<file path="src/assert_macros.svh">
// Assertion macros for the RTL files that check themselves.
// No dependencies; take it in with a plain include.
`ifndef ASSERT_MACROS_SVH
`define ASSERT_MACROS_SVH

// Same-cycle implication, held off during reset.
`define ASSERT_IMPLY(label, clock, reset_n, cond, expr) \
    label: assert property (@(posedge clock) disable iff (!reset_n) (cond) |-> (expr)) \
        else $error("assertion failed: implication");

// Next-cycle implication, held off during reset.
`define ASSERT_NEXT(label, clock, reset_n, cond, expr) \
    label: assert property (@(posedge clock) disable iff (!reset_n) (cond) |=> (expr)) \
        else $error("assertion failed: next-cycle implication");

`endif

</file>
<file path="src/tbt_pkg.sv">
// Types, codes and constants of the thermistor beta temperature block.
// No dependencies; the design files and the testbench refer to it by scoped names.
package tbt_pkg;

    localparam int SAMPLE_W    = 12;
    localparam int SAMPLE_BITS = 12;
    localparam int RES_W       = 20;
    localparam int N_W         = RES_W + SAMPLE_W;
    localparam int DIV_W       = 60;
    localparam int DVS_W       = 48;
    localparam int QUEUE_DEPTH = 4;

    localparam logic [SAMPLE_W-1:0] FULL_SCALE = SAMPLE_W'((64'd1 << SAMPLE_BITS) - 64'd1);
    localparam logic [RES_W-1:0]    R_LIMIT    = 20'd1000000;
    localparam logic signed [15:0]  ERR_TEMP_Q4 = -16'sd15984;
    localparam logic [29:0]         LN2_Q30    = 30'd744261118;
    localparam logic signed [58:0]  KELVIN_Q16 = 59'sd17901158;
    localparam logic [DIV_W-1:0]    T2_NUM     = 60'd100 << 40;
    localparam logic [DIV_W-1:0]    TK_NUM     = 60'd1 << 56;

    localparam logic [1:0] ST_OK           = 2'd0;
    localparam logic [1:0] ST_READ_ERR     = 2'd1;
    localparam logic [1:0] ST_SAMPLE_RANGE = 2'd2;
    localparam logic [1:0] ST_RES_RANGE    = 2'd3;

    localparam logic [1:0] REG_SERIES  = 2'd0;
    localparam logic [1:0] REG_NOMINAL = 2'd1;
    localparam logic [1:0] REG_BETA    = 2'd2;
    localparam logic [1:0] REG_TEMP    = 2'd3;

    typedef struct packed {
        logic [SAMPLE_W-1:0] sample;
        logic                read_ok;
    } tbt_in_t;

    typedef struct packed {
        logic [SAMPLE_W-1:0] raw_echo;
        logic [RES_W-1:0]    resistance_ohm;
        logic signed [15:0]  temp_q4;
        logic [1:0]          status;
    } tbt_out_t;

    typedef struct packed {
        logic [RES_W-1:0]   series_resistance;
        logic [RES_W-1:0]   ref_resistance;
        logic [15:0]        beta_value;
        logic signed [7:0]  nominal_temp_c;
    } tbt_cfg_t;

    typedef struct packed {
        logic [1:0]          status;
        logic [SAMPLE_W-1:0] sample;
        logic [N_W-1:0]      n;
    } tbt_job_t;

endpackage

</file>
<file path="src/tbt_fifo.sv">
// Short job queue between the front and back stages.
// Depends on tbt_pkg for the job type.
module tbt_fifo
#(
    parameter int DEPTH = tbt_pkg::QUEUE_DEPTH
)
(
    input  logic              clk,
    input  logic              rst_n,
    input  logic              wr_en,
    output logic              wr_ok,
    input  tbt_pkg::tbt_job_t wr_data,
    input  logic              rd_en,
    output logic              rd_ok,
    output tbt_pkg::tbt_job_t rd_data
);

    localparam int PTR_W = (DEPTH > 1) ? $clog2(DEPTH) : 1;
    localparam int CNT_W = $clog2(DEPTH + 1);

    tbt_pkg::tbt_job_t mem [DEPTH];
    logic [PTR_W-1:0]  wp_reg, rp_reg;
    logic [CNT_W-1:0]  cnt_reg;
    logic              do_wr, do_rd;

    assign wr_ok   = cnt_reg != CNT_W'(DEPTH);
    assign rd_ok   = cnt_reg != '0;
    assign do_wr   = wr_en && wr_ok;
    assign do_rd   = rd_en && rd_ok;
    assign rd_data = mem[rp_reg];

    always_ff @(posedge clk or negedge rst_n)
    begin
        if (!rst_n)
        begin
            wp_reg  <= '0;
            rp_reg  <= '0;
            cnt_reg <= '0;
        end
        else
        begin
            if (do_wr)
                wp_reg <= (wp_reg == PTR_W'(DEPTH - 1)) ? '0 : wp_reg + PTR_W'(1);
            if (do_rd)
                rp_reg <= (rp_reg == PTR_W'(DEPTH - 1)) ? '0 : rp_reg + PTR_W'(1);
            if (do_wr && !do_rd)
                cnt_reg <= cnt_reg + CNT_W'(1);
            else if (do_rd && !do_wr)
                cnt_reg <= cnt_reg - CNT_W'(1);
        end
    end

    always_ff @(posedge clk)
    begin
        if (do_wr)
            mem[wp_reg] <= wr_data;
    end

endmodule

</file>
<file path="config.mk">
export PLATFORM = sky130hd
export DESIGN_NAME = tbt_fifo
export DESIGN_NICKNAME = d
export VERILOG_FILES = /design/src/assert_macros.svh /design/src/tbt_pkg.sv /design/src/tbt_fifo.sv
export SDC_FILE = /design/constraint.sdc
export NUM_CORES = 1
export LEC_CHECK = 0
export BUFFER_PORTS_ARGS = -buffer_cell sky130_fd_sc_hd__clkbuf_2
export CAP_MARGIN = 20
export CORE_MARGIN = 2
export CORE_UTILIZATION = 61
export CTS_CLUSTER_DIAMETER = 40
export DETAILED_ROUTE_END_ITERATION = 16
export GPL_ROUTABILITY_DRIVEN = 0
export PLACE_DENSITY = 0.84
export SETUP_SLACK_MARGIN = 0.05
export SLEW_MARGIN = 15
export SYNTH_ARGS = -nofsm -noshare
export SYNTH_HDL_FRONTEND = slang
export SYNTH_SLANG_ARGS = --single-unit
</file>
<file path="constraint.sdc">
create_clock -name clk -period 4.3 [get_ports clk]
set_input_delay 0.645 -clock clk [delete_from_list [all_inputs] [get_ports clk]]
set_output_delay 0.645 -clock clk [all_outputs]
set_load 0.02 [all_outputs]
</file>
==> flow_metrics.tcl, run 1 <==
set metrics [dict create \
    cts_resized 0 \
    required_ns 3.65 \
    rows 39 \
    cts.sinks 191 \
    drt_iter0_markers 217 \
    path_delay_family "flip-flops" \
    clock_skew_ns 0.0171 \
    synth_area_per_cell_um2 25.5 \
    drcViolationCount 0 \
    finalSetupViolations 0 \
    port_buffers 97 \
    critPathArrivalTime_ns 2.33 \
    dp_hpwl_um 7440 \
    hp-class "in2async" \
    ctsRootBufferMaster "clkbuf_16" \
    dr.pass1.iters 4 \
    initial_core_util_pct 62.1 \
    cts_buffers 17 \
    relSlewSlack_pct 33.4 \
    synthCells 277 \
    grt_overflow_total 0 \
    ioPinCount 98 \
    mostFrequentLayoutCell "edfxtp_1" \
    leakagePower_nw 2.88 \
    busiest_layer "met2" \
    cts-htree-levels 4 \
    vias_per_cell 5.94 \
    dieArea_um2 12400 \
    antenna_found_initial 0 \
    routedWlPerCell_um 22.2 \
    end_kind "output pin" \
    path_clk_slew_ns 0.07 \
    irDropWorstVdd_mv 0.733 \
    postCtsHoldBufs 0 \
    use_met3_pct 5.61 \
    n_antenna_cell 0 \
    syn_to_final_growth_pct 17.0 \
    core_um2 11400 \
    slowest_stage "dfrtp_4" \
    largest_reg_flops 184 \
    whs_ns 0.0390 \
    grt_pass1_wl_um 18900 \
    fin_crit_sh_pct 69.3 \
    met1_usage_pct 26.9 \
    critPathMaxFanout 49 \
    fill_cells 649 \
    max_cap_violations 0 \
    critical_path_class "reg2out" \
    fmax_ghz 0.336 \
    syn_area_um2 7060 \
    grt_pass1_vias 3477 \
    clk-insertion-delay-late_ns 0.42 \
    ys_types 18 \
    nets 445 \
    period_minus_slack_ns 2.98 \
    drive_gt1_share_pct 46.6 \
    postRouteAntennaNets 0 \
    met2_usage_pct 35.2 \
    slew_violations 0 \
    track_usage_pct 20.8 \
    path_cells "mux4_2 > clkbuf_2" \
    crit_path_max_incr_delay_ns 1.04 \
    seq_area_frac_synth_pct 80.8 \
    synth_nets 334 \
    vias 3232 \
    outcome "complete, no violations" \
    yosysWarnings 0 \
    critPathLaunchType "flop" \
    post-cts-setup-buffers 0 \
    rsz0062_at_grt "no" \
    fin_tns_setup_ns 0 \
    layout_common_cells "edfxtp_1 (184), clkbuf_2 (97), mux4_2 (46), clkbuf_16 (17), ha_1 (6)" \
    die_x_um 112 \
    worst-slew-pin-transition_ns 0.999 \
    ys_ff_latch 191 \
    cts_tree "built" \
    hold_viol 0 \
    powerDensity_nw_per_um2 713 \
    cts_buffer_depth 2 \
    grt_max_degree 50 \
    path_buf_inv 1 \
    die_y_um 112 \
    wl_um 12100 \
]
[synthesized netlist by cell type]
| master | instances | area [um2] |
|---|---|---|
| a21boi_1 | 1 | 7.51 |
| and2_1 | 4 | 25.0 |
| buf_2 | 4 | 20.0 |
| buf_4 | 2 | 15.0 |
| buf_6 | 3 | 33.8 |
| clkbuf_1 | 1 | 3.75 |
| dfrtp_1 | 7 | 175 |
| edfxtp_1 | 184 | 5530 |
| fa_1 | 1 | 20.0 |
| ha_1 | 6 | 75.1 |
| inv_1 | 3 | 11.3 |
| mux2_2 | 5 | 56.3 |
| mux4_2 | 46 | 1040 |
| nand2_1 | 2 | 7.51 |
| nor2_1 | 4 | 15.0 |
| or3_1 | 1 | 6.26 |
| xnor2_1 | 1 | 8.76 |
| xor2_1 | 2 | 17.5 |
[kinds of logic (layout without fill, tap and decap cells)]
group / Yosys count / count (layout) / synth area share, %
and+or+nand+nor: 11 / 11 / 0.762
muxes: 51 / 51 / 15.5
buffers and inverters: 13 / 137 / 1.19
adders and majority gates: 7 / 7 / 1.35
xor gates and xnor gates: 3 / 3 / 0.372
DFF: 191 / 191 / 80.8
AOI/OAI and AO/OA: 1 / 1 / 0.106
[stage by stage]
stage | utilization, % | setup WS [ns] | power, mW | std cells | area [um2]
floorplan | - | 1.74 | 3.97 | 277 | 7060
global placement | 67.6 | 1.64 | 4.47 | 511 | 7690
detailed placement | 67.8 | 1.55 | 4.54 | 512 | 7710
CTS | 72.6 | 1.25 | 5.97 | 544 | 8260
global route | 72.6 | 1.16 | 6.16 | 544 | 8260
finish | 72.6 | 1.32 | 5.89 | 544 | 8260
[final cells by class]
class,count,area (um2),share of cell area [%]
Clock inverter,14,119,1.44
Clock buffer,18,429,5.20
Multi-Input combinational cell,73,1280,15.5
Tap cell,143,179,2.17
Sequential cell,191,5710,69.1
Inverter,3,11.3,0.136
Timing Repair Buffer,102,536,6.48
[routing by layer]
| layer | vias up | part of all wire [%] |
|---|---|---|
| li1 | 1393 | - |
| met1 | 1701 | 39 |
| met2 | 126 | 53 |
| met3 | 12 | 6.2 |
| met4 | 0 | 1.1 |
| met5 | - | 0 |
[worst paths after layout]
| check | from | slack [ns] | depth (start not counted) | endpoint |
|---|---|---|---|---|
| worst max register to register | cnt_reg[0]$_DFFE_PN0P_ | 1.82 | 4 | mem[1][28]$_DFFE_PP_ |
| worst max-delay path | rp_reg[0]$_DFFE_PN0P_ | 1.32 | 2 | rd_data[29] |
| worst min register to register | cnt_reg[2]$_DFFE_PN0P_ | 0.52 | 1 | cnt_reg[2]$_DFFE_PN0P_ |
| min in group clk | wr_data[34] | 0.44 | 1 | mem[3][34]$_DFFE_PP_ |
| worst min-delay path | rst_n | 0.04 | 1 | cnt_reg[2]$_DFFE_PN0P_ |
| max in group asynchronous | rst_n | 4.08 | 1 | rp_reg[0]$_DFFE_PN0P_ |
[power breakdown]
part	switching (mW)	internal (mW)	total (mW)
clock	0.634	0.796	1.43
sequential	0.278	2.47	2.74
combinational	0.955	0.763	1.72
total	1.87	4.02	5.89
Power figures use the tool's default switching activity.
==> run 2: changes to the inputs <==
--- a/config.mk
+++ b/config.mk
@@ -8,11 +8,11 @@
 export BUFFER_PORTS_ARGS = -buffer_cell sky130_fd_sc_hd__clkbuf_2
 export CAP_MARGIN = 20
 export CORE_MARGIN = 2
-export CORE_UTILIZATION = 61
+export CORE_UTILIZATION = 51
 export CTS_CLUSTER_DIAMETER = 40
 export DETAILED_ROUTE_END_ITERATION = 16
 export GPL_ROUTABILITY_DRIVEN = 0
-export PLACE_DENSITY = 0.84
+export PLACE_DENSITY = 0.75
 export SETUP_SLACK_MARGIN = 0.05
 export SLEW_MARGIN = 15
 export SYNTH_ARGS = -nofsm -noshare
==> constraint.sdc (replaced) <==
create_clock -name clk -period 2.5 [get_ports clk]
set_input_delay 0.375 -clock clk [delete_from_list [all_inputs] [get_ports clk]]
set_output_delay 0.375 -clock clk [all_outputs]
set_load 0.02 [all_outputs]
==> flow_metrics.tcl, run 2 (synthesis results as in run 1) <==
set metrics [dict create \
    outcome "complete, no violations" \
    dp_hpwl_um 7460 \
    wl_um 12000 \
    mostFrequentLayoutCell "edfxtp_1" \
    die_x_um 122 \
    clock_skew_ns 0.00996 \
    critical_path_class "reg2out" \
    postRouteAntennaNets 0 \
    routedWlPerCell_um 20.4 \
    n_antenna_cell 0 \
    vias 3219 \
    rsz0062_at_grt "no" \
    multiInputGateArea_um2 1280 \
    clk-insertion-delay-late_ns 0.42 \
    fmax_ghz 0.439 \
    critPathLaunchType "flop" \
    power_frac_comb_pct 32.3 \
    critPathArrivalTime_ns 1.90 \
    port_buffers 97 \
    die_y_um 122 \
    required_ns 2.12 \
    dp_slack_ns 0.306 \
    fill_cells 898 \
    reg2reg_slack_ns 0.31 \
    max_cap_violations 0 \
    cts_buffers 17 \
    path_cells "buf_12 > mux4_2 > clkbuf_2" \
    drive_gt1_share_pct 47.3 \
    grt_max_degree 34 \
    largest_reg_flops 184 \
    fin_cells 588 \
    dieArea_um2 14800 \
    p_sw_mw 3.24 \
    grt_pass1_wl_um 18800 \
    seqPwrFrac_pct 42.6 \
    path_buf_inv 2 \
    ctsRootBufferMaster "clkbuf_16" \
    cts_tree "built" \
    syn_to_final_growth_pct 20.3 \
    finalSetupViolations 0 \
    slowest_stage "mux4_2" \
    track_usage_pct 17.7 \
    drcViolationCount 0 \
    critPathMaxFanout 26 \
    layout_common_cells "edfxtp_1 (184), clkbuf_2 (97), mux4_2 (46), clkbuf_16 (17), buf_4 (8)" \
    dr.pass1.iters 4 \
    dp.cells 553 \
    power.internal_mw 7.27 \
    path_clk_slew_ns 0.06 \
    clockPowerShare_pct 25.1 \
    cts-htree-levels 4 \
    grt_pass1_vias 3380 \
    path_delay_family "multiplexers" \
    cts.sinks 191 \
    irDropWorstVdd_mv 0.567 \
    grt_overflow_total 0 \
    setup_ws_ns 0.221 \
    initial_core_util_pct 52.7 \
    drt_iter0_markers 283 \
    fin_tns_setup_ns 0 \
    total_power_mw 10.5 \
    fin_crit_sh_pct 91.1 \
    relSlewSlack_pct 73.6 \
    powerDensity_nw_per_um2 1240 \
    worst-slew-pin-transition_ns 0.395 \
    swShare_pct 30.8 \
    rows 42 \
    end_kind "output pin" \
    slew_violations 0 \
    regArea_um2 5710 \
    vias_per_cell 5.47 \
    hold_viol 0 \
    hp-class "in2reg" \
    ioPinCount 98 \
    crit_path_max_incr_delay_ns 0.56 \
    leakagePower_nw 2.97 \
    cts_buffer_depth 2 \
    post_dp_cell_area_um2 7890 \
    nets 456 \
    antenna_found_initial 0 \
    design_area_um2 8490 \
    core_um2 13400 \
    period_minus_slack_ns 2.28 \
]
-- run 2: cell types whose count changed in the layout (fill, tap and decap cells not counted), sizes merged --
cell | before | now
buf | 5 | 15
bufinv | 1 | 3
clkbuf | 115 | 117
clkinv | 9 | 7
inv | 5 | 3
dlygate4sd3 | 0 | 1
-- run 2: cell type report --
class                      instances  share of cell area, %
inverter                           3                  0.133
tap                              176                   2.59
multi-input combinational         73                   15.1
clock buffer                      20                   5.14
clock inverter                    12                   1.69
sequential                       191                   67.2
timing repair buffer             113                   8.19
-- run 2: timing repair --
action	in CTS	in global routing
hold endpoints to repair	7	0
setup endpoints to repair	32	0
setup buffers	2	0
hold buffers	1	0
resized for setup	0	0
-- run 2: worst paths after layout --
kind                       cells after the start                endpoint                   start
setup reg to reg                               8  cnt_reg[2]$_DFFE_PN0P_  cnt_reg[1]$_DFFE_PN0P_
hold / removal                                 1    mem[3][14]$_DFFE_PP_             wr_data[14]
setup / recovery                               3             rd_data[13]   rp_reg[0]$_DFFE_PN0P_
hold reg to reg                                1  cnt_reg[2]$_DFFE_PN0P_  cnt_reg[2]$_DFFE_PN0P_
max in group asynchronous                      2   rp_reg[0]$_DFFE_PN0P_                   rst_n
min in group asynchronous                      2  cnt_reg[0]$_DFFE_PN0P_                   rst_n
-- run 2: routing by layer --
metal	GRT usage, %	wire [um]	share of wire (%)
met5	0	0	0
met4	4.96	121	1.0
met3	5.43	731	6.1
met2	27.4	5890	49
met1	25.0	5230	44
-- run 2: through the flow --
| step | utilization (%) | hold slack (ns) |
|---|---|---|
| floorplan | - | 0.0794 |
| global placement | 58.9 | 0.222 |
| detailed placement | 58.9 | 0.225 |
| CTS | 63.4 | 0.147 |
| global route | 63.4 | 0.156 |
| finish | 63.4 | 0.170 |
-- run 2: power groups by stage --
stage | combinational (mW) | sequential (mW) | clock (mW)
after floorplan | 2.38 | 4.44 | 0
after global placement | 3.34 | 4.56 | 0
after detailed placement | 3.38 | 4.61 | 0
after CTS | 3.48 | 4.49 | 2.70
after global routing | 3.66 | 4.55 | 2.83
final | 3.40 | 4.48 | 2.64
