### config.mk
export PLATFORM = sky130hd
export DESIGN_NAME = tbt_back
export DESIGN_NICKNAME = d
export VERILOG_FILES = /design/src/assert_macros.svh /design/src/tbt_pkg.sv /design/src/tbt_div.sv /design/src/tbt_back.sv
export SDC_FILE = /design/constraint.sdc
export NUM_CORES = 2
export LEC_CHECK = 0
export BUFFER_PORTS_ARGS = -buffer_cell sky130_fd_sc_hd__buf_2
export CORE_ASPECT_RATIO = 0.9
export CORE_MARGIN = 1.5
export CORE_UTILIZATION = 55
export DETAILED_ROUTE_END_ITERATION = 12
export PLACE_DENSITY = 0.67
export SLEW_MARGIN = 10
export SYNTH_ARGS = -nofsm -noshare
export SYNTH_HDL_FRONTEND = slang
export SYNTH_SLANG_ARGS = --single-unit
### constraint.sdc
create_clock -name clk -period 13.5 [get_ports clk]
set_clock_uncertainty 0.2 [all_clocks]
set_input_delay 2.7 -clock clk [delete_from_list [all_inputs] [get_ports clk]]
set_output_delay 2.7 -clock clk [all_outputs]
set_load 0.05 [all_outputs]
### src/assert_macros.svh
// Assertion macros for the RTL files that check themselves.
// No dependencies; take it in with a plain include.
`ifndef ASSERT_MACROS_SVH
`define ASSERT_MACROS_SVH

// Same-cycle implication, held off during reset.
`define ASSERT_IMPLY(label, clock, reset_n, cond, expr) \
    label: assert property (@(posedge clock) disable iff (!reset_n) (cond) |-> (expr)) \
        else $error("assertion failed: implication");

// Next-cycle implication, held off during reset.
`define ASSERT_NEXT(label, clock, reset_n, cond, expr) \
    label: assert property (@(posedge clock) disable iff (!reset_n) (cond) |=> (expr)) \
        else $error("assertion failed: next-cycle implication");

`endif

### src/tbt_pkg.sv
// Types, codes and constants of the thermistor beta temperature block.
// No dependencies; the design files and the testbench refer to it by scoped names.
package tbt_pkg;

    localparam int SAMPLE_W    = 12;
    localparam int SAMPLE_BITS = 12;
    localparam int RES_W       = 20;
    localparam int N_W         = RES_W + SAMPLE_W;
    localparam int DIV_W       = 60;
    localparam int DVS_W       = 48;
    localparam int QUEUE_DEPTH = 4;

    localparam logic [SAMPLE_W-1:0] FULL_SCALE = SAMPLE_W'((64'd1 << SAMPLE_BITS) - 64'd1);
    localparam logic [RES_W-1:0]    R_LIMIT    = 20'd1000000;
    localparam logic signed [15:0]  ERR_TEMP_Q4 = -16'sd15984;
    localparam logic [29:0]         LN2_Q30    = 30'd744261118;
    localparam logic signed [58:0]  KELVIN_Q16 = 59'sd17901158;
    localparam logic [DIV_W-1:0]    T2_NUM     = 60'd100 << 40;
    localparam logic [DIV_W-1:0]    TK_NUM     = 60'd1 << 56;

    localparam logic [1:0] ST_OK           = 2'd0;
    localparam logic [1:0] ST_READ_ERR     = 2'd1;
    localparam logic [1:0] ST_SAMPLE_RANGE = 2'd2;
    localparam logic [1:0] ST_RES_RANGE    = 2'd3;

    localparam logic [1:0] REG_SERIES  = 2'd0;
    localparam logic [1:0] REG_NOMINAL = 2'd1;
    localparam logic [1:0] REG_BETA    = 2'd2;
    localparam logic [1:0] REG_TEMP    = 2'd3;

    typedef struct packed {
        logic [SAMPLE_W-1:0] sample;
        logic                read_ok;
    } tbt_in_t;

    typedef struct packed {
        logic [SAMPLE_W-1:0] raw_echo;
        logic [RES_W-1:0]    resistance_ohm;
        logic signed [15:0]  temp_q4;
        logic [1:0]          status;
    } tbt_out_t;

    typedef struct packed {
        logic [RES_W-1:0]   series_resistance;
        logic [RES_W-1:0]   ref_resistance;
        logic [15:0]        beta_value;
        logic signed [7:0]  nominal_temp_c;
    } tbt_cfg_t;

    typedef struct packed {
        logic [1:0]          status;
        logic [SAMPLE_W-1:0] sample;
        logic [N_W-1:0]      n;
    } tbt_job_t;

endpackage

### src/tbt_div.sv
// Shared restoring divider, one quotient bit per cycle.
// Depends on tbt_pkg for the operand widths.
module tbt_div
(
    input  logic                       clk,
    input  logic                       rst_n,
    input  logic                       start,
    input  logic [tbt_pkg::DIV_W-1:0]  dividend,
    input  logic [tbt_pkg::DVS_W-1:0]  divisor,
    output logic                       done,
    output logic [tbt_pkg::DIV_W-1:0]  quotient
);

    localparam int CNT_W = $clog2(tbt_pkg::DIV_W + 1);

    logic [CNT_W-1:0]              cnt_reg, cnt_next;
    logic                          done_reg;
    logic [tbt_pkg::DVS_W-1:0]     rem_reg, rem_next, div_reg;
    logic [tbt_pkg::DIV_W-1:0]     quo_reg, quo_next;
    logic [tbt_pkg::DVS_W:0]       shifted;
    logic                          ge;

    always_comb
    begin
        shifted  = {rem_reg, quo_reg[tbt_pkg::DIV_W-1]};
        ge       = shifted >= {1'b0, div_reg};
        rem_next = ge ? tbt_pkg::DVS_W'(shifted - {1'b0, div_reg})
                      : shifted[tbt_pkg::DVS_W-1:0];
        quo_next = {quo_reg[tbt_pkg::DIV_W-2:0], ge};
        cnt_next = cnt_reg - CNT_W'(1);
    end

    always_ff @(posedge clk or negedge rst_n)
    begin
        if (!rst_n)
        begin
            cnt_reg  <= '0;
            done_reg <= 1'b0;
        end
        else
        begin
            done_reg <= (cnt_reg == CNT_W'(1));
            if (start)
                cnt_reg <= CNT_W'(tbt_pkg::DIV_W);
            else if (cnt_reg != '0)
                cnt_reg <= cnt_next;
        end
    end

    always_ff @(posedge clk)
    begin
        if (start)
        begin
            quo_reg <= dividend;
            rem_reg <= '0;
            div_reg <= divisor;
        end
        else if (cnt_reg != '0)
        begin
            quo_reg <= quo_next;
            rem_reg <= rem_next;
        end
    end

    assign done     = done_reg;
    assign quotient = quo_reg;

endmodule

### src/tbt_back.sv
// Back stage: resistance divide, log2 by squaring, beta equation, result register.
// Depends on tbt_pkg and tbt_div.
module tbt_back
(
    input  logic                 clk,
    input  logic                 rst_n,
    input  tbt_pkg::tbt_cfg_t    cfg,
    input  tbt_pkg::tbt_job_t    job,
    input  logic                 job_valid,
    output logic                 job_take,
    output tbt_pkg::tbt_out_t    result,
    output logic                 empty,
    input  logic                 pop
);

    localparam logic [3:0] S_IDLE     = 4'd0;
    localparam logic [3:0] S_DIV_R    = 4'd1;
    localparam logic [3:0] S_LOG_INIT = 4'd2;
    localparam logic [3:0] S_LOG_SQ   = 4'd3;
    localparam logic [3:0] S_MUL      = 4'd4;
    localparam logic [3:0] S_DIV_T1   = 4'd5;
    localparam logic [3:0] S_DIV_T2   = 4'd6;
    localparam logic [3:0] S_DIV_TK   = 4'd7;
    localparam logic [3:0] S_DONE     = 4'd8;

    logic [3:0]                   state_reg, state_next;
    tbt_pkg::tbt_job_t            job_reg;
    tbt_pkg::tbt_out_t            pend_reg, pend_next, out_reg;
    logic                         out_valid_reg;
    logic [tbt_pkg::RES_W-1:0]    rint_reg, rint_next;
    logic [1:0]                   sel_reg, sel_next;
    logic [4:0]                   cnt_reg, cnt_next;
    logic [30:0]                  m_reg, m_next;
    logic [28:0]                  res_reg, res_next;
    logic signed [31:0]           lgd_reg, lgd_next;
    logic                         neg_reg, neg_next;
    logic [46:0]                  t1_reg, t1_next;

    logic                         div_start, div_done;
    logic [tbt_pkg::DIV_W-1:0]    div_a, div_q;
    logic [tbt_pkg::DVS_W-1:0]    div_b;

    logic [tbt_pkg::RES_W-1:0]    r0, rint_sat;
    logic [15:0]                  b;
    logic [31:0]                  log_v;
    logic [4:0]                   lead;
    logic [61:0]                  norm, sq;
    logic [31:0]                  sq_top;
    logic [28:0]                  res_new;
    logic [30:0]                  lgd_abs;
    logic [60:0]                  mag;
    logic signed [16:0]           denom;
    logic signed [48:0]           inv, inv_abs;
    logic signed [58:0]           tk_s, tq16, tq4w;
    logic signed [15:0]           tq4;
    logic                         out_free;

    tbt_div u_div
    (
        .clk      (clk),
        .rst_n    (rst_n),
        .start    (div_start),
        .dividend (div_a),
        .divisor  (div_b),
        .done     (div_done),
        .quotient (div_q)
    );

    assign out_free = !out_valid_reg || pop;
    assign result   = out_reg;
    assign empty    = !out_valid_reg;

    always_comb
    begin
        r0 = (cfg.ref_resistance == '0) ? tbt_pkg::RES_W'(1) : cfg.ref_resistance;
        b  = (cfg.beta_value == '0) ? 16'd1 : cfg.beta_value;
        rint_sat = (div_q >= tbt_pkg::DIV_W'(tbt_pkg::R_LIMIT))
                 ? tbt_pkg::R_LIMIT : div_q[tbt_pkg::RES_W-1:0];

        unique case (sel_reg)
            2'd0:    log_v = job_reg.n;
            2'd1:    log_v = {20'd0, job_reg.sample};
            default: log_v = {12'd0, r0};
        endcase
        lead = '0;
        for (int i = 0; i < 32; i++)
        begin
            if (log_v[i])
                lead = 5'(i);
        end
        norm = {log_v, 30'd0} >> lead;

        sq      = {31'd0, m_reg} * {31'd0, m_reg};
        sq_top  = sq[61:30];
        res_new = res_reg | (29'(sq_top[31]) << cnt_reg);

        lgd_abs = lgd_reg[31] ? 31'(-lgd_reg) : lgd_reg[30:0];
        mag     = {30'd0, lgd_abs} * {31'd0, tbt_pkg::LN2_Q30};

        denom = 17'($signed({{9{cfg.nominal_temp_c[7]}}, cfg.nominal_temp_c}) * 17'sd100)
              + 17'sd27315;

        inv     = neg_reg ? $signed({15'd0, div_q[33:0]}) - $signed({2'd0, t1_reg})
                          : $signed({15'd0, div_q[33:0]}) + $signed({2'd0, t1_reg});
        inv_abs = inv[48] ? -inv : inv;

        // Sign of inv is held in sel bit 0; apply it to the stored quotient.
        tk_s = neg_reg ? $signed({2'd0, div_q[56:0]}) : $signed({2'd0, div_q[56:0]});
        tk_s = sel_reg[0] ? -tk_s : tk_s;
        tq16 = tk_s - tbt_pkg::KELVIN_Q16;
        tq4w = (tq16 + 59'sd2048) >>> 12;
        if (tq4w > 59'sd32767)
            tq4 = 16'sd32767;
        else if (tq4w < -59'sd32768)
            tq4 = -16'sd32768;
        else
            tq4 = tq4w[15:0];
    end

    always_comb
    begin
        state_next = state_reg;
        pend_next  = pend_reg;
        rint_next  = rint_reg;
        sel_next   = sel_reg;
        cnt_next   = cnt_reg;
        m_next     = m_reg;
        res_next   = res_reg;
        lgd_next   = lgd_reg;
        neg_next   = neg_reg;
        t1_next    = t1_reg;
        job_take   = 1'b0;
        div_start  = 1'b0;
        div_a      = '0;
        div_b      = '0;

        unique case (state_reg)
            S_IDLE:
            begin
                if (job_valid)
                begin
                    job_take = 1'b1;
                    if (job.status != tbt_pkg::ST_OK)
                    begin
                        pend_next = '{raw_echo: '0, resistance_ohm: '0,
                                      temp_q4: tbt_pkg::ERR_TEMP_Q4, status: job.status};
                        state_next = S_DONE;
                    end
                    else
                    begin
                        div_start  = 1'b1;
                        div_a      = tbt_pkg::DIV_W'(job.n);
                        div_b      = tbt_pkg::DVS_W'(job.sample);
                        state_next = S_DIV_R;
                    end
                end
            end
            S_DIV_R:
            begin
                if (div_done)
                begin
                    if (job_reg.n == '0 || div_q >= tbt_pkg::DIV_W'(tbt_pkg::R_LIMIT))
                    begin
                        pend_next = '{raw_echo: job_reg.sample, resistance_ohm: rint_sat,
                                      temp_q4: tbt_pkg::ERR_TEMP_Q4,
                                      status: tbt_pkg::ST_RES_RANGE};
                        state_next = S_DONE;
                    end
                    else
                    begin
                        rint_next  = rint_sat;
                        lgd_next   = '0;
                        sel_next   = 2'd0;
                        state_next = S_LOG_INIT;
                    end
                end
            end
            S_LOG_INIT:
            begin
                m_next     = norm[30:0];
                res_next   = {lead, 24'd0};
                cnt_next   = 5'd23;
                state_next = S_LOG_SQ;
            end
            S_LOG_SQ:
            begin
                // One squaring per fraction bit; renormalize when the square passes 2.
                m_next   = sq_top[31] ? sq_top[31:1] : sq_top[30:0];
                res_next = res_new;
                if (cnt_reg == '0)
                begin
                    lgd_next = (sel_reg == 2'd0) ? lgd_reg + $signed({3'd0, res_new})
                                                 : lgd_reg - $signed({3'd0, res_new});
                    if (sel_reg == 2'd2)
                        state_next = S_MUL;
                    else
                    begin
                        sel_next   = sel_reg + 2'd1;
                        state_next = S_LOG_INIT;
                    end
                end
                else
                    cnt_next = cnt_reg - 5'd1;
            end
            S_MUL:
            begin
                neg_next   = lgd_reg[31];
                div_start  = 1'b1;
                div_a      = mag[tbt_pkg::DIV_W-1:0];
                div_b      = {18'd0, b, 14'd0};
                state_next = S_DIV_T1;
            end
            S_DIV_T1:
            begin
                if (div_done)
                begin
                    t1_next    = div_q[46:0];
                    div_start  = 1'b1;
                    div_a      = tbt_pkg::T2_NUM;
                    div_b      = {31'd0, denom};
                    state_next = S_DIV_T2;
                end
            end
            S_DIV_T2:
            begin
                if (div_done)
                begin
                    if (inv == '0)
                    begin
                        pend_next = '{raw_echo: job_reg.sample, resistance_ohm: rint_reg,
                                      temp_q4: 16'sd32767, status: tbt_pkg::ST_OK};
                        state_next = S_DONE;
                    end
                    else
                    begin
                        // Reuse sel bit 0 to carry the sign of 1/T into the last step.
                        sel_next   = {1'b0, inv[48]};
                        div_start  = 1'b1;
                        div_a      = tbt_pkg::TK_NUM;
                        div_b      = inv_abs[tbt_pkg::DVS_W-1:0];
                        state_next = S_DIV_TK;
                    end
                end
            end
            S_DIV_TK:
            begin
                if (div_done)
                begin
                    pend_next = '{raw_echo: job_reg.sample, resistance_ohm: rint_reg,
                                  temp_q4: tq4, status: tbt_pkg::ST_OK};
                    state_next = S_DONE;
                end
            end
            S_DONE:
            begin
                if (out_free)
                    state_next = S_IDLE;
            end
            default:
            begin
                state_next = S_IDLE;
            end
        endcase
    end

    always_ff @(posedge clk or negedge rst_n)
    begin
        if (!rst_n)
        begin
            state_reg     <= S_IDLE;
            out_valid_reg <= 1'b0;
        end
        else
        begin
            state_reg <= state_next;
            if (state_reg == S_DONE && out_free)
                out_valid_reg <= 1'b1;
            else if (pop)
                out_valid_reg <= 1'b0;
        end
    end

    always_ff @(posedge clk)
    begin
        if (job_take)
            job_reg <= job;
        if (state_reg == S_DONE && out_free)
            out_reg <= pend_reg;
        pend_reg <= pend_next;
        rint_reg <= rint_next;
        sel_reg  <= sel_next;
        cnt_reg  <= cnt_next;
        m_reg    <= m_next;
        res_reg  <= res_next;
        lgd_reg  <= lgd_next;
        neg_reg  <= neg_next;
        t1_reg   <= t1_next;
    end

endmodule

==> impl_metrics.tcl <==
set metrics [dict create \
    final_nets 10600 \
    dp_slack_ps 271 \
    num_vias 61800 \
    htree_num_levels 2 \
    clock_sinks 479 \
    synth-simple-area-share 0.131 \
    min_path_type "flop to flop" \
    largest_reg_flops 60 \
    root_buffer "clkbuf_16" \
    die_area_sq_um 145000 \
    dp_hpwl_um 187000 \
    critPathTopFamily "adder cells" \
    synth_compound_area_frac 0.134 \
    syn-num-nets 10600 \
    fin_ws_ps 676 \
    tritoncts "done" \
    grt_pass1_wl_um 355000 \
    post-route-period-util 0.950 \
    drt-met1-wl_um 102000 \
    drt_iter0_drc 5893 \
    start_util 0.554 \
    wirelength_um 228000 \
    muxShareOfSynthArea 0.00917 \
    ys.flop_type "edfxtp_1" \
    ios 166 \
    place_congestion 0.968 \
    die_h_um 362 \
    crit_path_start_kind "flop" \
    finalWorstPathRequiredPeriod_ps 12820 \
    setup-violations-final 0 \
    ctsHoldBuffers 0 \
    clock_latency_ps 670 \
    hold_viol_final 0 \
    synthAdderAreaFrac 0.407 \
    top_layer_used "met5" \
    fillers 12400 \
    crit_fanout 10 \
    synth_edf_count 419 \
    grt_use_total 0.314 \
    ys_ff_latch 479 \
    grt_max_degree 97 \
    area.sequential_sq_um 13800 \
    avgSynthCellArea_sq_um 9.17 \
    drc 0 \
    vias_per_cell 5.86 \
    gr-total-overflow 0 \
    synth_warnings 0 \
    tightest_slew_ps 1170 \
    cts_inserted_buffers 54 \
    max_stage_delay_ps 770 \
    status "complete, no violations" \
    route.met3.wl_um 21800 \
    ant_nets 0 \
    antenna_found_initial 16 \
    max_freq_mhz 78.0 \
    async_flop_share 0.0251 \
    crit_path_top_delay_cell "edfxtp_1" \
    multiInputGateArea_sq_um 56900 \
    synth_cell_types 107 \
    core_area_sq_um 142000 \
    crit_top_cell "fa_1" \
    die_w_um 402 \
    io_buffers 145 \
    drive_above_1_share 0.0661 \
    syn2layout_area_growth_pct 6.92 \
    netlist_area_sq_um 78600 \
    crit_buf_inv 6 \
    cts_max_path_buffers 3 \
    row_count 131 \
    synth_xor_area_frac 0.0400 \
    cp.required_ps 13690 \
    synth-seq-area-share 0.176 \
    clkTransAtPathRegs_ps 80 \
    finalSetupTns_ps 0 \
    syn_inst 8577 \
    dr_wl_met2_um 99600 \
    arrival_ps 13010 \
    grt_pass1_vias 61700 \
    drv_cap 0 \
    max_slew_margin 0.218 \
    firstDrtPassIters 6 \
    worstSetupEndpointType "flop" \
    routedWlPerCell_um 21.6 \
    rsz0062_at_grt "no" \
    synth_top_family_by_area "adder cells" \
    critPathKind "flop to flop" \
    drv_slew 0 \
]
## cell type report
class | count | area share
multi-input combinational | 5966 | 0.677
sequential | 479 | 0.165
inverter | 1808 | 0.0808
tap | 1862 | 0.0277
timing repair buffer | 329 | 0.0267
clock buffer | 65 | 0.0172
clock inverter | 36 | 0.00557
antenna | 4 | 0.000119
## Yosys cell counts (48+ instances only)
cell type | n | area, sq um
xor2_1 | 113 | 990
a21oi_1 | 382 | 1910
inv_1 | 1804 | 6770
ha_1 | 776 | 9710
o21ai_0 | 278 | 1390
or3_1 | 53 | 332
a211oi_1 | 67 | 503
nand4_1 | 55 | 344
edfxtp_1 | 419 | 12600
nand3_1 | 105 | 526
clkbuf_1 | 271 | 1020
nand2b_1 | 65 | 407
nor3_1 | 141 | 706
xnor2_1 | 246 | 2150
dfxtp_1 | 48 | 961
and2_1 | 222 | 1390
nor2b_1 | 62 | 388
a22o_1 | 49 | 429
nor4_1 | 61 | 382
fa_1 | 1114 | 22300
a21o_1 | 123 | 923
nand2_1 | 664 | 2490
a31oi_1 | 75 | 469
nor2_1 | 476 | 1790
## metrics by stage
| stage | cells | util | hold WS, ps | cell area, sq um |
|---|---|---|---|---|
| after floorplan | 8577 | - | 200 | 78600 |
| after global placement | 10400 | 0.577 | 200 | 81900 |
| after detailed placement | 10400 | 0.577 | 207 | 81900 |
| after CTS | 10500 | 0.591 | 208 | 83800 |
| after global routing | 10500 | 0.593 | 214 | 84100 |
| final | 10500 | 0.593 | 208 | 84100 |
## worst paths after layout
check	from	end	slack, ps	cells past startpoint
worst min register to register	pend_reg[44]	result[44]	210	0
min in group asynchronous	rst_n	out_valid_reg	1800	1
max in group asynchronous	rst_n	u_div.cnt_reg[5]	10970	1
worst max-delay path	m_reg[26]	lgd_reg[30]	680	44
worst max register to register	m_reg[26]	lgd_reg[30]	680	44
worst min-delay path	pend_reg[44]	result[44]	210	0
## cell families (layout without fill, tap and decap cells)
group	after synthesis	after routing
other cells	0	4
xor+xnor	359	359
mux	69	69
compound gates	1550	1550
buf+inv	2132	2238
flops	479	479
fa+ha+maj	1890	1890
simple gates	2098	2098
## metal layers
layer  vias to the layer above  track usage
li1                      28500            -
met1                     30700        0.468
met2                      2378        0.479
met3                       240       0.0587
met4                         2       0.0597
met5                         -            0
## worst register-to-register path: cells and delay by family, from the launching register on
family	cells	cell delay (ps)
compound gates	17	4300
xor+xnor	2	380
fa+ha+maj	11	5020
buf+inv	6	440
flops	1	770
simple gates	8	1450
## repair_timing
item                       CTS  global route
setup endpoints to repair    0             9
buffers inserted             0            20
resized for setup            0             5
## placed cells by master, fill, tap and decap left out, types with 44 or more instances in the layout
cell type	n
ha_1	775
a211oi_1	66
inv_1	1802
nand3_1	105
o31ai_1	45
nor4_1	60
o211ai_1	44
or3_1	53
buf_4	172
nor2b_1	61
edfxtp_1	419
o21a_1	45
fa_1	1114
nand2b_1	65
nand4_1	55
a22o_1	49
and2_1	222
xnor2_1	226
xor2_1	113
o21ai_0	276
dfxtp_1	48
mux2i_1	45
nor3_1	139
nand2_1	660
clkbuf_16	55
a21oi_1	382
a31oi_1	75
buf_2	145
nor2_1	475
a21o_1	123
Power is not shown: default switching activity piles up to over one toggle a cycle in this logic, so the estimate is an artifact.
