--- src/assert_macros.svh ---
// Assertion macros for the RTL files that check themselves.
// No dependencies; take it in with a plain include.
`ifndef ASSERT_MACROS_SVH
`define ASSERT_MACROS_SVH

// Same-cycle implication, held off during reset.
`define ASSERT_IMPLY(label, clock, reset_n, cond, expr) \
    label: assert property (@(posedge clock) disable iff (!reset_n) (cond) |-> (expr)) \
        else $error("assertion failed: implication");

// Next-cycle implication, held off during reset.
`define ASSERT_NEXT(label, clock, reset_n, cond, expr) \
    label: assert property (@(posedge clock) disable iff (!reset_n) (cond) |=> (expr)) \
        else $error("assertion failed: next-cycle implication");

`endif

--- src/tbt_pkg.sv ---
// Types, codes and constants of the thermistor beta temperature block.
// No dependencies; the design files and the testbench refer to it by scoped names.
package tbt_pkg;

    localparam int SAMPLE_W    = 12;
    localparam int SAMPLE_BITS = 12;
    localparam int RES_W       = 20;
    localparam int N_W         = RES_W + SAMPLE_W;
    localparam int DIV_W       = 60;
    localparam int DVS_W       = 48;
    localparam int QUEUE_DEPTH = 4;

    localparam logic [SAMPLE_W-1:0] FULL_SCALE = SAMPLE_W'((64'd1 << SAMPLE_BITS) - 64'd1);
    localparam logic [RES_W-1:0]    R_LIMIT    = 20'd1000000;
    localparam logic signed [15:0]  ERR_TEMP_Q4 = -16'sd15984;
    localparam logic [29:0]         LN2_Q30    = 30'd744261118;
    localparam logic signed [58:0]  KELVIN_Q16 = 59'sd17901158;
    localparam logic [DIV_W-1:0]    T2_NUM     = 60'd100 << 40;
    localparam logic [DIV_W-1:0]    TK_NUM     = 60'd1 << 56;

    localparam logic [1:0] ST_OK           = 2'd0;
    localparam logic [1:0] ST_READ_ERR     = 2'd1;
    localparam logic [1:0] ST_SAMPLE_RANGE = 2'd2;
    localparam logic [1:0] ST_RES_RANGE    = 2'd3;

    localparam logic [1:0] REG_SERIES  = 2'd0;
    localparam logic [1:0] REG_NOMINAL = 2'd1;
    localparam logic [1:0] REG_BETA    = 2'd2;
    localparam logic [1:0] REG_TEMP    = 2'd3;

    typedef struct packed {
        logic [SAMPLE_W-1:0] sample;
        logic                read_ok;
    } tbt_in_t;

    typedef struct packed {
        logic [SAMPLE_W-1:0] raw_echo;
        logic [RES_W-1:0]    resistance_ohm;
        logic signed [15:0]  temp_q4;
        logic [1:0]          status;
    } tbt_out_t;

    typedef struct packed {
        logic [RES_W-1:0]   series_resistance;
        logic [RES_W-1:0]   ref_resistance;
        logic [15:0]        beta_value;
        logic signed [7:0]  nominal_temp_c;
    } tbt_cfg_t;

    typedef struct packed {
        logic [1:0]          status;
        logic [SAMPLE_W-1:0] sample;
        logic [N_W-1:0]      n;
    } tbt_job_t;

endpackage

--- src/tbt_front.sv ---
// Front stage: take input words, classify them and form the divider numerator.
// Depends on tbt_pkg.
module tbt_front
(
    input  logic                          clk,
    input  logic                          rst_n,
    input  logic                          push,
    output logic                          full,
    input  tbt_pkg::tbt_in_t              item,
    input  logic [tbt_pkg::RES_W-1:0]     series_resistance,
    output tbt_pkg::tbt_job_t             job,
    output logic                          job_valid,
    input  logic                          job_ready
);

    logic                        valid_reg;
    tbt_pkg::tbt_job_t           job_reg, job_next;
    logic [tbt_pkg::SAMPLE_W-1:0] s, diff;
    logic                        accept;

    assign full   = valid_reg && !job_ready;
    assign accept = push && !full;

    always_comb
    begin
        s    = item.sample & tbt_pkg::FULL_SCALE;
        diff = tbt_pkg::FULL_SCALE - s;
        job_next.sample = s;
        job_next.n      = {{tbt_pkg::SAMPLE_W{1'b0}}, series_resistance}
                        * {{tbt_pkg::RES_W{1'b0}}, diff};
        if (!item.read_ok)
            job_next.status = tbt_pkg::ST_READ_ERR;
        else if (s == '0)
            job_next.status = tbt_pkg::ST_SAMPLE_RANGE;
        else
            job_next.status = tbt_pkg::ST_OK;
    end

    always_ff @(posedge clk or negedge rst_n)
    begin
        if (!rst_n)
            valid_reg <= 1'b0;
        else if (accept)
            valid_reg <= 1'b1;
        else if (job_ready)
            valid_reg <= 1'b0;
    end

    always_ff @(posedge clk)
    begin
        if (accept)
            job_reg <= job_next;
    end

    assign job       = job_reg;
    assign job_valid = valid_reg;

endmodule

--- config.mk ---
export PLATFORM = sky130hd
export DESIGN_NAME = tbt_front
export DESIGN_NICKNAME = d
export VERILOG_FILES = /design/src/assert_macros.svh /design/src/tbt_pkg.sv /design/src/tbt_front.sv
export SDC_FILE = /design/constraint.sdc
export NUM_CORES = 1
export LEC_CHECK = 0
export ABC_AREA = 1
export BUFFER_PORTS_ARGS = -buffer_cell sky130_fd_sc_hd__clkbuf_2
export CORE_MARGIN = 5
export CORE_UTILIZATION = 57
export CTS_CLUSTER_DIAMETER = 60
export DETAILED_ROUTE_END_ITERATION = 8
export PLACE_DENSITY_LB_ADDON = 0.1
export SLEW_MARGIN = 30
export SYNTH_ARGS = -nofsm -noshare
export SYNTH_HDL_FRONTEND = slang
export SYNTH_SLANG_ARGS = --single-unit
--- constraint.sdc ---
create_clock -name clk -period 3 [get_ports clk]
set_input_delay 0 -clock clk [delete_from_list [all_inputs] [get_ports clk]]
set_output_delay 0 -clock clk [all_outputs]
set_load 0.05 [all_outputs]
==> impl_metrics.py, run 1 <==
metrics = {
    "final_layout": {
        "final.fill_count": 1006,
        "num-nets-final": 1748,
        "area_growth_pct": 42.1,
        "number_of_diodes": 0,
        "layoutNonFillerInstCount": 1682,
        "largest_register_ffs": 46,
        "share_of_final_layout_standard_cells_stronger_than_drive_strength_1_pct": 41.7,
    },
    "place": {
        "dp.cells": 1619,
        "placement.io_buffers": 84,
        "gp_congestion": 0.946,
        "place_hpwl_mm": 22.0,
    },
    "setup_path": {
        "worstPathRequired_ns": 3.05,
        "worstSetupStartpointType": "input port",
        "worst-path-max-fanout": 5,
        "critical_path_class": "input port to register",
        "reg2reg_from": "job_valid$_DFFE_PN0P_",
        "worstReg2RegEnd": "job[45]$_SDFFCE_PN0P_",
        "rrSetupSlack_ns": 1.51,
        "endpoint_kind": "register",
        "worstPathCellList": "clkbuf_16 > buf_8 > nor2_4 > fa_1 > inv_2 > fa_1 > inv_2 > fa_2 > fa_1 > inv_1 > fa_1 > inv_2 > ha_4 > nand2_4 > nor2_4 > nand2_1 > nand3b_4 > nand2_2 > nand3_1 > nand2_1",
        "crit_path_max_incr_delay_ns": 0.54,
        "worst_path_most_repeated_cell": "sky130_fd_sc_hd__fa_1",
        "critPathSlowestCell": "sky130_fd_sc_hd__fa_1",
        "crit_arrival_ns": 4.14,
        "r2r.worst_path.cells": 4,
    },
    "clock_tree": {
        "tritoncts_num_sinks": 47,
        "cts.clk_slew.worst_paths_ns": 0.07,
        "cts_buffers": 5,
        "clk_lat_worst_skew_ns": 0.30,
        "clock_path_buffers": 2,
        "cts_root_buf": "sky130_fd_sc_hd__clkbuf_16",
        "tritoncts": "yes",
        "ctsHtreeMaxLevel": 2,
    },
    "detailed_routing": {
        "routed_via_density": 5.33,
        "route.vias.total": 8962,
        "dr.pass1.iters": 5,
        "antenna_violating_nets_remaining": 0,
        "route.detailed.drc": 0,
        "drt_initial_violations": 696,
        "postRouteWirelength_mm": 30.7,
        "drt-wirelength-per-cell_um": 18.3,
    },
    "logic_synthesis": {
        "gate_count_of_the_mapped_netlist": 1217,
        "post_synth_num_cell_types": 29,
        "synth-seq-cells": 47,
        "ranking_of_synthesized_cells_by_area": "sky130_fd_sc_hd__fa_1, sky130_fd_sc_hd__edfxtp_1, sky130_fd_sc_hd__nand2_1, sky130_fd_sc_hd__inv_1, sky130_fd_sc_hd__ha_1",
        "synthesis.yosys.warnings": 0,
        "syn_area_per_cell_um2": 7.92,
        "postSynthNetCount": 1504,
        "synth_largest_type_area_fraction_pct": 37.4,
        "yosysSeqAreaShare_pct": 14.6,
        "yosysTopAreaCell": "sky130_fd_sc_hd__fa_1",
        "post_synth_instance_area_mm2": 0.00964,
    },
    "sta": {
        "tightest_slew_ns": 0.619,
        "finalClockSkew_ns": 0.00476,
        "rsz0062_at_grt": "true",
        "setup_viol": 26,
        "timing.max_slew.rel_slack_pct": 58.7,
        "timing.fmax_mhz": 245,
        "report.final.slew_viol_count": 0,
        "finalCritPeriodShare_pct": 136,
        "period_minus_slack_ns": 4.08,
        "hold_viol_final": 0,
        "final.setup.worst_slack_ns": -1.08,
    },
    "die": {
        "io-pin-count": 85,
        "initial_core_util_pct": 58.1,
        "placeableCoreArea_mm2": 0.0166,
        "die_w_um": 140,
        "floorplan.die.height_um": 140,
        "die_area_mm2": 0.0196,
        "floorplan.rows": 47,
    },
    "run": {
        "maxCapViolations": 0,
    },
    "grt": {
        "first_pass_grt_wire_length_mm": 45.7,
        "grt.overflow.total": 0,
        "number_of_global_route_vias_before_repair": 9203,
        "grt_use_total_pct": 29.6,
        "largest_net_degree_at_the_start_of_global_routing": 47,
        "antenna_found_initial": 0,
    },
    "hold_path": {
        "timing.hold.worst.start": "item[3]",
        "hold_path.class": "input port to register",
        "min_path_cells": 2,
        "worst_hold_path.endpoint": "job[34]$_DFFE_PP_",
    },
    "run_status": {
        "run_status": "finished, violations left",
        "failed_checks": "setup timing",
    },
}
==> layer usage <==
layer / routed length [µm] / vias to the layer above / part of all wire (%) / track usage, %
met2: 15800 / 418 / 51 / 52.9
met3: 2460 / 124 / 8.0 / 5.32
li1: - / 4000 / - / -
met1: 10900 / 4420 / 35 / 35.3
met5: 0 / - / 0 / 0
met4: 1590 / 0 / 5.2 / 12.2
==> synthesized netlist by cell type <==
cell and count:
sky130_fd_sc_hd__a21o_1 2, sky130_fd_sc_hd__inv_1 325, sky130_fd_sc_hd__nor2_2 8, sky130_fd_sc_hd__ha_1 70, sky130_fd_sc_hd__xnor2_1 4, sky130_fd_sc_hd__buf_1 1, sky130_fd_sc_hd__clkinv_1 5, sky130_fd_sc_hd__nand3_2 5
sky130_fd_sc_hd__o21bai_1 2, sky130_fd_sc_hd__nor4_1 1, sky130_fd_sc_hd__fa_1 180, sky130_fd_sc_hd__inv_2 4, sky130_fd_sc_hd__nor3_1 2, sky130_fd_sc_hd__dfrtp_1 1, sky130_fd_sc_hd__nor2_4 1, sky130_fd_sc_hd__xor2_1 11
sky130_fd_sc_hd__nand3_1 28, sky130_fd_sc_hd__buf_2 1, sky130_fd_sc_hd__clkbuf_1 33, sky130_fd_sc_hd__a21oi_2 3, sky130_fd_sc_hd__o21ai_0 1, sky130_fd_sc_hd__nand2_2 15, sky130_fd_sc_hd__nand4_1 6, sky130_fd_sc_hd__nand2_1 349
sky130_fd_sc_hd__nand3b_4 1, sky130_fd_sc_hd__nor3_2 1, sky130_fd_sc_hd__edfxtp_1 46, sky130_fd_sc_hd__nor2_1 96, sky130_fd_sc_hd__a21oi_1 15
==> area by class of cell <==
cell class                 instances  area, µm²  area share, %
sequential                        47       1410           10.3
clock inverter                     1       30.0          0.219
timing repair buffer             267       2300           16.8
clock buffer                       7        133          0.968
timing repair inverter             5       66.3          0.484
tap                              220        275           2.01
inverter                         334       1350           9.85
multi-input combinational        801       8140           59.4
==> through the flow <==
| stage | hold slack, ns | instance area, µm² | setup WS, ns | setup TNS, ns | util, % |
|---|---|---|---|---|---|
| after detailed placement | -0.224 | 11700 | -1.49 | -34.50 | 70.6 |
| after global placement | -0.225 | 11700 | -1.49 | -33.71 | 70.6 |
| final | 0.00867 | 13700 | -1.08 | -23.76 | 82.6 |
| after global routing | 0.00641 | 13700 | -1.18 | -26.62 | 82.6 |
| after CTS | 0.00125 | 12800 | -1.05 | -22.63 | 77.0 |
| after floorplan | -0.296 | 10300 | -1.07 | -22.41 | - |
==> kinds of logic after synthesis <==
kind of cell	Yosys count	share of synthesized area, %
compound gates	23	1.41
xor+xnor	15	1.36
fa+ha+maj	250	46.5
buf+inv	369	14.4
flops	47	14.6
simple gates	513	21.8
==> worst max path at each step <==
stage / start / end / slack [ns] / cells after the start
2_1_floorplan: item[7] / job[30]$_DFFE_PP_ / -1.07 / 23
3_3_place_gp: item[4] / job[24]$_DFFE_PP_ / -1.49 / 20
3_5_place_dp: item[8] / job[31]$_DFFE_PP_ / -1.49 / 19
4_1_cts: item[4] / job[24]$_DFFE_PP_ / -1.05 / 20
5_1_grt: item[9] / job[29]$_DFFE_PP_ / -1.18 / 23
6_report: item[8] / job[30]$_DFFE_PP_ / -1.08 / 20
==> worst max-delay path, delay by kind of cell <==
kind | cells | cell delay [ns]
simple gates | 8 | 0.82
fa+ha+maj | 6 | 2.81
buf+inv | 6 | 0.47
==> cells in the final DEF (no fill, tap or decap), types with 6 or more instances in the layout <==
cell / count
sky130_fd_sc_hd__inv_1: 244
sky130_fd_sc_hd__nand2_1: 240
sky130_fd_sc_hd__fa_1: 161
sky130_fd_sc_hd__buf_4: 141
sky130_fd_sc_hd__nand2_2: 80
sky130_fd_sc_hd__inv_2: 75
sky130_fd_sc_hd__nor2_1: 67
sky130_fd_sc_hd__clkbuf_2: 64
sky130_fd_sc_hd__edfxtp_1: 46
sky130_fd_sc_hd__nand2_4: 44
sky130_fd_sc_hd__ha_1: 41
sky130_fd_sc_hd__ha_4: 26
sky130_fd_sc_hd__buf_6: 26
sky130_fd_sc_hd__nor2_4: 24
sky130_fd_sc_hd__fa_2: 19
sky130_fd_sc_hd__nand3_1: 15
sky130_fd_sc_hd__nor2_2: 14
sky130_fd_sc_hd__buf_12: 14
sky130_fd_sc_hd__clkbuf_16: 13
sky130_fd_sc_hd__a21oi_2: 11
sky130_fd_sc_hd__nand3_2: 11
sky130_fd_sc_hd__xor2_1: 10
sky130_fd_sc_hd__clkinv_8: 7
sky130_fd_sc_hd__nand3_4: 7
sky130_fd_sc_hd__nand4_1: 6
==> what timing repair did <==
action | 4_1_cts | 5_1_grt
endpoints found under the hold margin | 4 | 0
buffers inserted | 22 | 23
resized for setup | 193 | 220
hold buffers | 5 | 0
pin swaps | 74 | 139
setup endpoints to repair | 26 | 27
cloned | 5 | 4
Power of run 1 is left out: the tool's default activity adds up to more than one toggle a clock period on the data nets, which glitch-free logic cannot reach.
==> run 2, diff against run 1 <==
GPL_TIMING_DRIVEN = 0   (was not set)
==> run 2 against run 1 <==
Against the previous run: the run still ends with setup timing left; highest routed layer unchanged; clock skew rose by 0.0063 ns; wire length shrank 5.3%; cell area down 2.8%; largest cell class unchanged.
==> impl_metrics.py, run 2 (synthesis gave the netlist of run 1 again) <==
metrics = {
    "setup_path": {
        "crit_path_max_incr_delay_ns": 0.58,
        "crit_arrival_ns": 4.20,
        "endpoint_kind": "register",
        "critPathSlowestCell": "sky130_fd_sc_hd__fa_2",
        "worstSetupStartpointType": "input port",
        "worst-path-max-fanout": 6,
        "critical_path_class": "input port to register",
        "worstPathCellList": "buf_16 > clkinv_8 > clkbuf_16 > nand2_4 > fa_2 > inv_2 > fa_1 > fa_1 > fa_1 > inv_2 > fa_1 > inv_2 > ha_4 > nand2_4 > inv_2 > nand2_2 > nand2_2 > nand2_2 > nand2_2 > a21oi_2 > nand2_1 > nand2_1 > nand2_1",
        "worstPathRequired_ns": 3.06,
        "worstReg2RegEnd": "job[23]$_DFFE_PP_",
        "r2r.worst_path.cells": 4,
        "rrSetupSlack_ns": 1.64,
        "reg2reg_from": "job_valid$_DFFE_PN0P_",
        "crit_family": "adder cells",
        "worst-path-buf-inv": 7,
    },
    "die": {
        "placeableCoreArea_mm2": 0.0166,
        "floorplan.die.height_um": 140,
        "io-pin-count": 85,
        "die_w_um": 140,
        "initial_core_util_pct": 58.1,
        "die_area_mm2": 0.0196,
        "floorplan.rows": 47,
    },
    "detailed_routing": {
        "antenna_violating_nets_remaining": 0,
        "routed_via_density": 5.34,
        "drt-wirelength-per-cell_um": 18.1,
        "route.detailed.drc": 0,
        "route.vias.total": 8593,
        "drt_initial_violations": 583,
        "dr.pass1.iters": 7,
        "postRouteWirelength_mm": 29.1,
    },
    "final_layout": {
        "largest_register_ffs": 46,
        "layout.cells.most_common": "sky130_fd_sc_hd__inv_1",
        "num-nets-final": 1674,
        "number_of_diodes": 0,
        "layout_common_cells": "sky130_fd_sc_hd__inv_1, sky130_fd_sc_hd__nand2_1, sky130_fd_sc_hd__fa_1",
        "share_of_final_layout_standard_cells_stronger_than_drive_strength_1_pct": 37.3,
        "area_growth_pct": 38.1,
        "final.fill_count": 1074,
    },
    "grt": {
        "antenna_found_initial": 0,
        "first_pass_grt_wire_length_mm": 43.5,
        "number_of_global_route_vias_before_repair": 8780,
        "grt_use_total_pct": 28.3,
        "largest_net_degree_at_the_start_of_global_routing": 22,
        "grt.overflow.total": 0,
    },
    "sta": {
        "finalCritPeriodShare_pct": 138,
        "period_minus_slack_ns": 4.14,
        "setup_viol": 26,
        "finalClockSkew_ns": 0.0111,
        "tightest_slew_ns": 0.378,
        "final.setup.worst_slack_ns": -1.14,
        "timing.fmax_mhz": 242,
        "fin_worst_hold_slack_ns": 0.0167,
        "rsz0062_at_grt": "true",
        "timing.max_slew.rel_slack_pct": 74.7,
        "hold_viol_final": 0,
        "report.final.slew_viol_count": 0,
    },
    "place": {
        "gp_congestion": 0.923,
        "place_hpwl_mm": 20.5,
        "placement.io_buffers": 74,
    },
    "clock_tree": {
        "tritoncts": "yes",
        "tritoncts_num_sinks": 47,
        "clk_lat_worst_skew_ns": 0.30,
        "cts_root_buf": "sky130_fd_sc_hd__clkbuf_16",
        "cts.clk_slew.worst_paths_ns": 0.07,
        "ctsHtreeMaxLevel": 2,
        "cts_buffers": 5,
        "clock_path_buffers": 2,
    },
    "run_status": {
        "run_status": "finished, violations left",
        "failed_checks": "setup timing",
    },
    "run": {
        "maxCapViolations": 0,
    },
    "hold_path": {
        "hold_path.class": "input port to async pin",
    },
}
run 2: routing by layer:
metal	GRT usage [%]	up-vias	part of all wire, %
li1	-	3851	-
met1	33.8	4250	36
met2	50.3	388	51
met3	5.83	104	7.7
met4	11.2	0	4.7
met5	0	-	0
run 2: worst max-delay path by stage:
| stage | end | cells past startpoint | startpoint |
|---|---|---|---|
| after detailed placement | job[31]$_DFFE_PP_ | 21 | item[11] |
| after floorplan | job[30]$_DFFE_PP_ | 23 | item[7] |
| after global routing | job[30]$_DFFE_PP_ | 23 | item[8] |
| final | job[30]$_DFFE_PP_ | 23 | item[8] |
| after global placement | job[31]$_DFFE_PP_ | 21 | item[11] |
| after CTS | job[31]$_DFFE_PP_ | 21 | item[7] |
run 2: through the flow:
step	setup slack (ns)	setup TNS [ns]	cells	utilization (%)	cell area, µm²
after CTS	-1.13	-24.19	1569	74.7	12400
final	-1.14	-24.75	1608	80.3	13300
after global routing	-1.27	-27.18	1608	80.3	13300
after detailed placement	-1.82	-40.73	1513	66.1	11000
after global placement	-1.79	-39.72	1511	65.8	10900
after floorplan	-1.07	-22.41	1217	-	10300
run 2: final cells by class:
cell class / instances / area, µm² / share of cell area [%]
inverters: 334 / 1350 / 10.1
plain buffers: 32 / 482 / 3.62
repair buffers: 166 / 1470 / 11.0
flip-flops and latches: 47 / 1410 / 10.6
clock buffers: 6 / 139 / 1.04
well taps: 220 / 275 / 2.07
clock inverters: 2 / 38.8 / 0.291
multi-input cells: 801 / 8160 / 61.3
run 2: repair_timing:
action	CTS	global route
gates resized for setup	207	205
cloned	4	2
setup buffers	33	39
hold buffers	12	3
hold endpoints to repair	11	3
pin swaps	109	137
endpoints found under the setup margin	26	27
Power of run 2 is left out for the same reason.
==> run 3, diff against run 2 <==
SKIP_CTS_REPAIR_TIMING = 1   (was not set)
==> run 3 against run 2 <==
Against the previous run: the flow finishes with violations (hold timing, setup timing); via count shrank 4.1%; clock-buffer cell count is the same; worst setup slack worse by 0.098 ns; flip-flop and latch count is the same; highest routed layer unchanged; cell area down 7.1%; critical path type unchanged; utilization fell by 5.7 points; wire length down 8.1%; clock skew decreased by 0.0046 ns; non-clock buffer count fell by 35; sequential share of layout area is 0.80 points higher; global-route usage down 2.2 points.
==> impl_metrics.py, run 3 (synthesis gave the netlist of run 1 again) <==
metrics = {
    "setup_path": {
        "crit_family": "adder cells",
        "crit_cells": 21,
        "worst-path-max-fanout": 7,
        "worstSetupStartpointType": "input port",
        "reg2reg_from": "job_valid$_DFFE_PN0P_",
        "worstPathRequired_ns": 3.06,
        "endpoint_kind": "register",
        "rrSetupSlack_ns": 1.64,
        "critical_path_class": "input port to register",
        "crit_path_max_incr_delay_ns": 0.55,
        "worst-path-buf-inv": 7,
        "worst_path_most_repeated_cell": "sky130_fd_sc_hd__fa_1",
        "crit_arrival_ns": 4.30,
        "worstPathCellList": "buf_8 > clkbuf_16 > clkinv_8 > clkbuf_16 > nand2_4 > fa_1 > inv_2 > fa_1 > fa_1 > fa_1 > inv_2 > fa_1 > inv_2 > ha_4 > nand2_4 > nor2_4 > nand3_2 > nand3_4 > nand2_2 > nand3_1 > nand2_1",
        "r2r.worst_path.cells": 4,
        "worstReg2RegEnd": "job[23]$_DFFE_PP_",
        "critPathSlowestCell": "sky130_fd_sc_hd__fa_1",
    },
    "final_layout": {
        "area_growth_pct": 28.4,
        "share_of_final_layout_standard_cells_stronger_than_drive_strength_1_pct": 29.3,
        "multiInputGateArea_mm2": 0.00776,
        "layout.cells.most_common": "sky130_fd_sc_hd__inv_1",
        "sequential_cell_area_mm2": 0.00141,
        "final.fill_count": 1259,
        "layoutNonFillerInstCount": 1573,
        "largest_register_ffs": 46,
        "layout_common_cells": "sky130_fd_sc_hd__inv_1, sky130_fd_sc_hd__nand2_1, sky130_fd_sc_hd__fa_1",
        "num-nets-final": 1639,
        "number_of_diodes": 0,
    },
    "die": {
        "floorplan.die.height_um": 140,
        "die_w_um": 140,
        "die_area_mm2": 0.0196,
        "io-pin-count": 85,
        "floorplan.rows": 47,
        "placeableCoreArea_mm2": 0.0166,
        "initial_core_util_pct": 58.1,
    },
    "run_status": {
        "failed_checks": "hold timing, setup timing",
        "run_status": "finished, violations left",
    },
    "sta": {
        "period_minus_slack_ns": 4.24,
        "fin_worst_hold_slack_ns": -0.0445,
        "tightest_slew_ns": 0.375,
        "setup_viol": 26,
        "hold_viol_final": 1,
        "timing.fmax_mhz": 236,
        "finalClockSkew_ns": 0.00643,
        "rsz0062_at_grt": "true",
        "report.final.slew_viol_count": 0,
        "timing.max_slew.rel_slack_pct": 74.9,
        "finalCritPeriodShare_pct": 141,
        "final.setup.worst_slack_ns": -1.24,
    },
    "grt": {
        "largest_net_degree_at_the_start_of_global_routing": 22,
        "number_of_global_route_vias_before_repair": 8152,
        "grt_use_total_pct": 26.1,
        "grt.overflow.total": 0,
        "first_pass_grt_wire_length_mm": 40.3,
        "antenna_found_initial": 0,
    },
    "clock_tree": {
        "tritoncts": "yes",
        "tritoncts_num_sinks": 47,
        "ctsHtreeMaxLevel": 2,
        "clk_lat_worst_skew_ns": 0.30,
        "clock_path_buffers": 2,
        "cts_root_buf": "sky130_fd_sc_hd__clkbuf_16",
        "cts.clk_slew.worst_paths_ns": 0.08,
        "cts_buffers": 5,
    },
    "run": {
        "maxCapViolations": 0,
    },
    "detailed_routing": {
        "antenna_violating_nets_remaining": 0,
        "postRouteWirelength_mm": 26.7,
        "dr.pass1.iters": 5,
        "route.vias.total": 8239,
        "route.detailed.drc": 0,
        "routed_via_density": 5.24,
        "drt_initial_violations": 539,
        "drt-wirelength-per-cell_um": 17.0,
    },
    "hold_path": {
        "hold_path.class": "input port to register",
        "min_path_cells": 4,
        "worst_hold_path.endpoint": "job_valid$_DFFE_PN0P_",
        "timing.hold.worst.start": "job_ready",
    },
    "place": {
        "placement.io_buffers": 74,
        "place_hpwl_mm": 20.5,
        "gp_congestion": 0.923,
        "dp.cells": 1513,
    },
}
==> run 3: stage by stage <==
stage / utilization [%] / setup slack (ns) / hold WS (ns) / instance area, µm² / setup TNS [ns]
floorplan: - / -1.07 / -0.296 / 10300 / -22.41
detailed placement: 66.1 / -1.82 / -0.222 / 11000 / -40.73
global placement: 65.8 / -1.79 / -0.225 / 10900 / -39.72
global route: 74.6 / -1.35 / 0.00941 / 12400 / -29.40
CTS: 67.2 / -1.51 / -0.535 / 11100 / -32.60
finish: 74.6 / -1.24 / -0.0445 / 12400 / -26.93
==> run 3: layout make-up <==
| class | count | area share [%] |
|---|---|---|
| clock inverters | 2 | 0.313 |
| flip-flops and latches | 47 | 11.4 |
| well taps | 220 | 2.22 |
| inverters | 334 | 10.7 |
| multi-input cells | 801 | 62.7 |
| repair buffers | 129 | 8.09 |
| clock buffers | 6 | 1.12 |
| plain buffers | 34 | 3.41 |
==> run 3: how the worst max path moves through the flow <==
stage          startpoint                 to  slack [ns]
2_1_floorplan     item[7]  job[30]$_DFFE_PP_       -1.07
3_3_place_gp     item[11]  job[31]$_DFFE_PP_       -1.79
3_5_place_dp     item[11]  job[31]$_DFFE_PP_       -1.82
4_1_cts          item[11]  job[27]$_DFFE_PP_       -1.51
5_1_grt           item[7]  job[29]$_DFFE_PP_       -1.35
6_report          item[7]  job[29]$_DFFE_PP_       -1.24
==> run 3: worst register-to-register path, delay by kind of cell, from the launching register on <==
kind / cells / cell delay (ns)
and+or+nand+nor: 2 / 0.39
buffers and inverters: 2 / 0.29
DFF: 1 / 0.37
==> run 3: layer usage <==
metal | global-route usage [%] | share of wire, % | up-vias
li1 | - | - | 3761
met1 | 32.4 | 38 | 4047
met2 | 46.3 | 51 | 362
met3 | 5.32 | 7.9 | 69
met4 | 7.90 | 3.6 | 0
met5 | 0 | 0 | -
Power of run 3 is left out for the same reason.
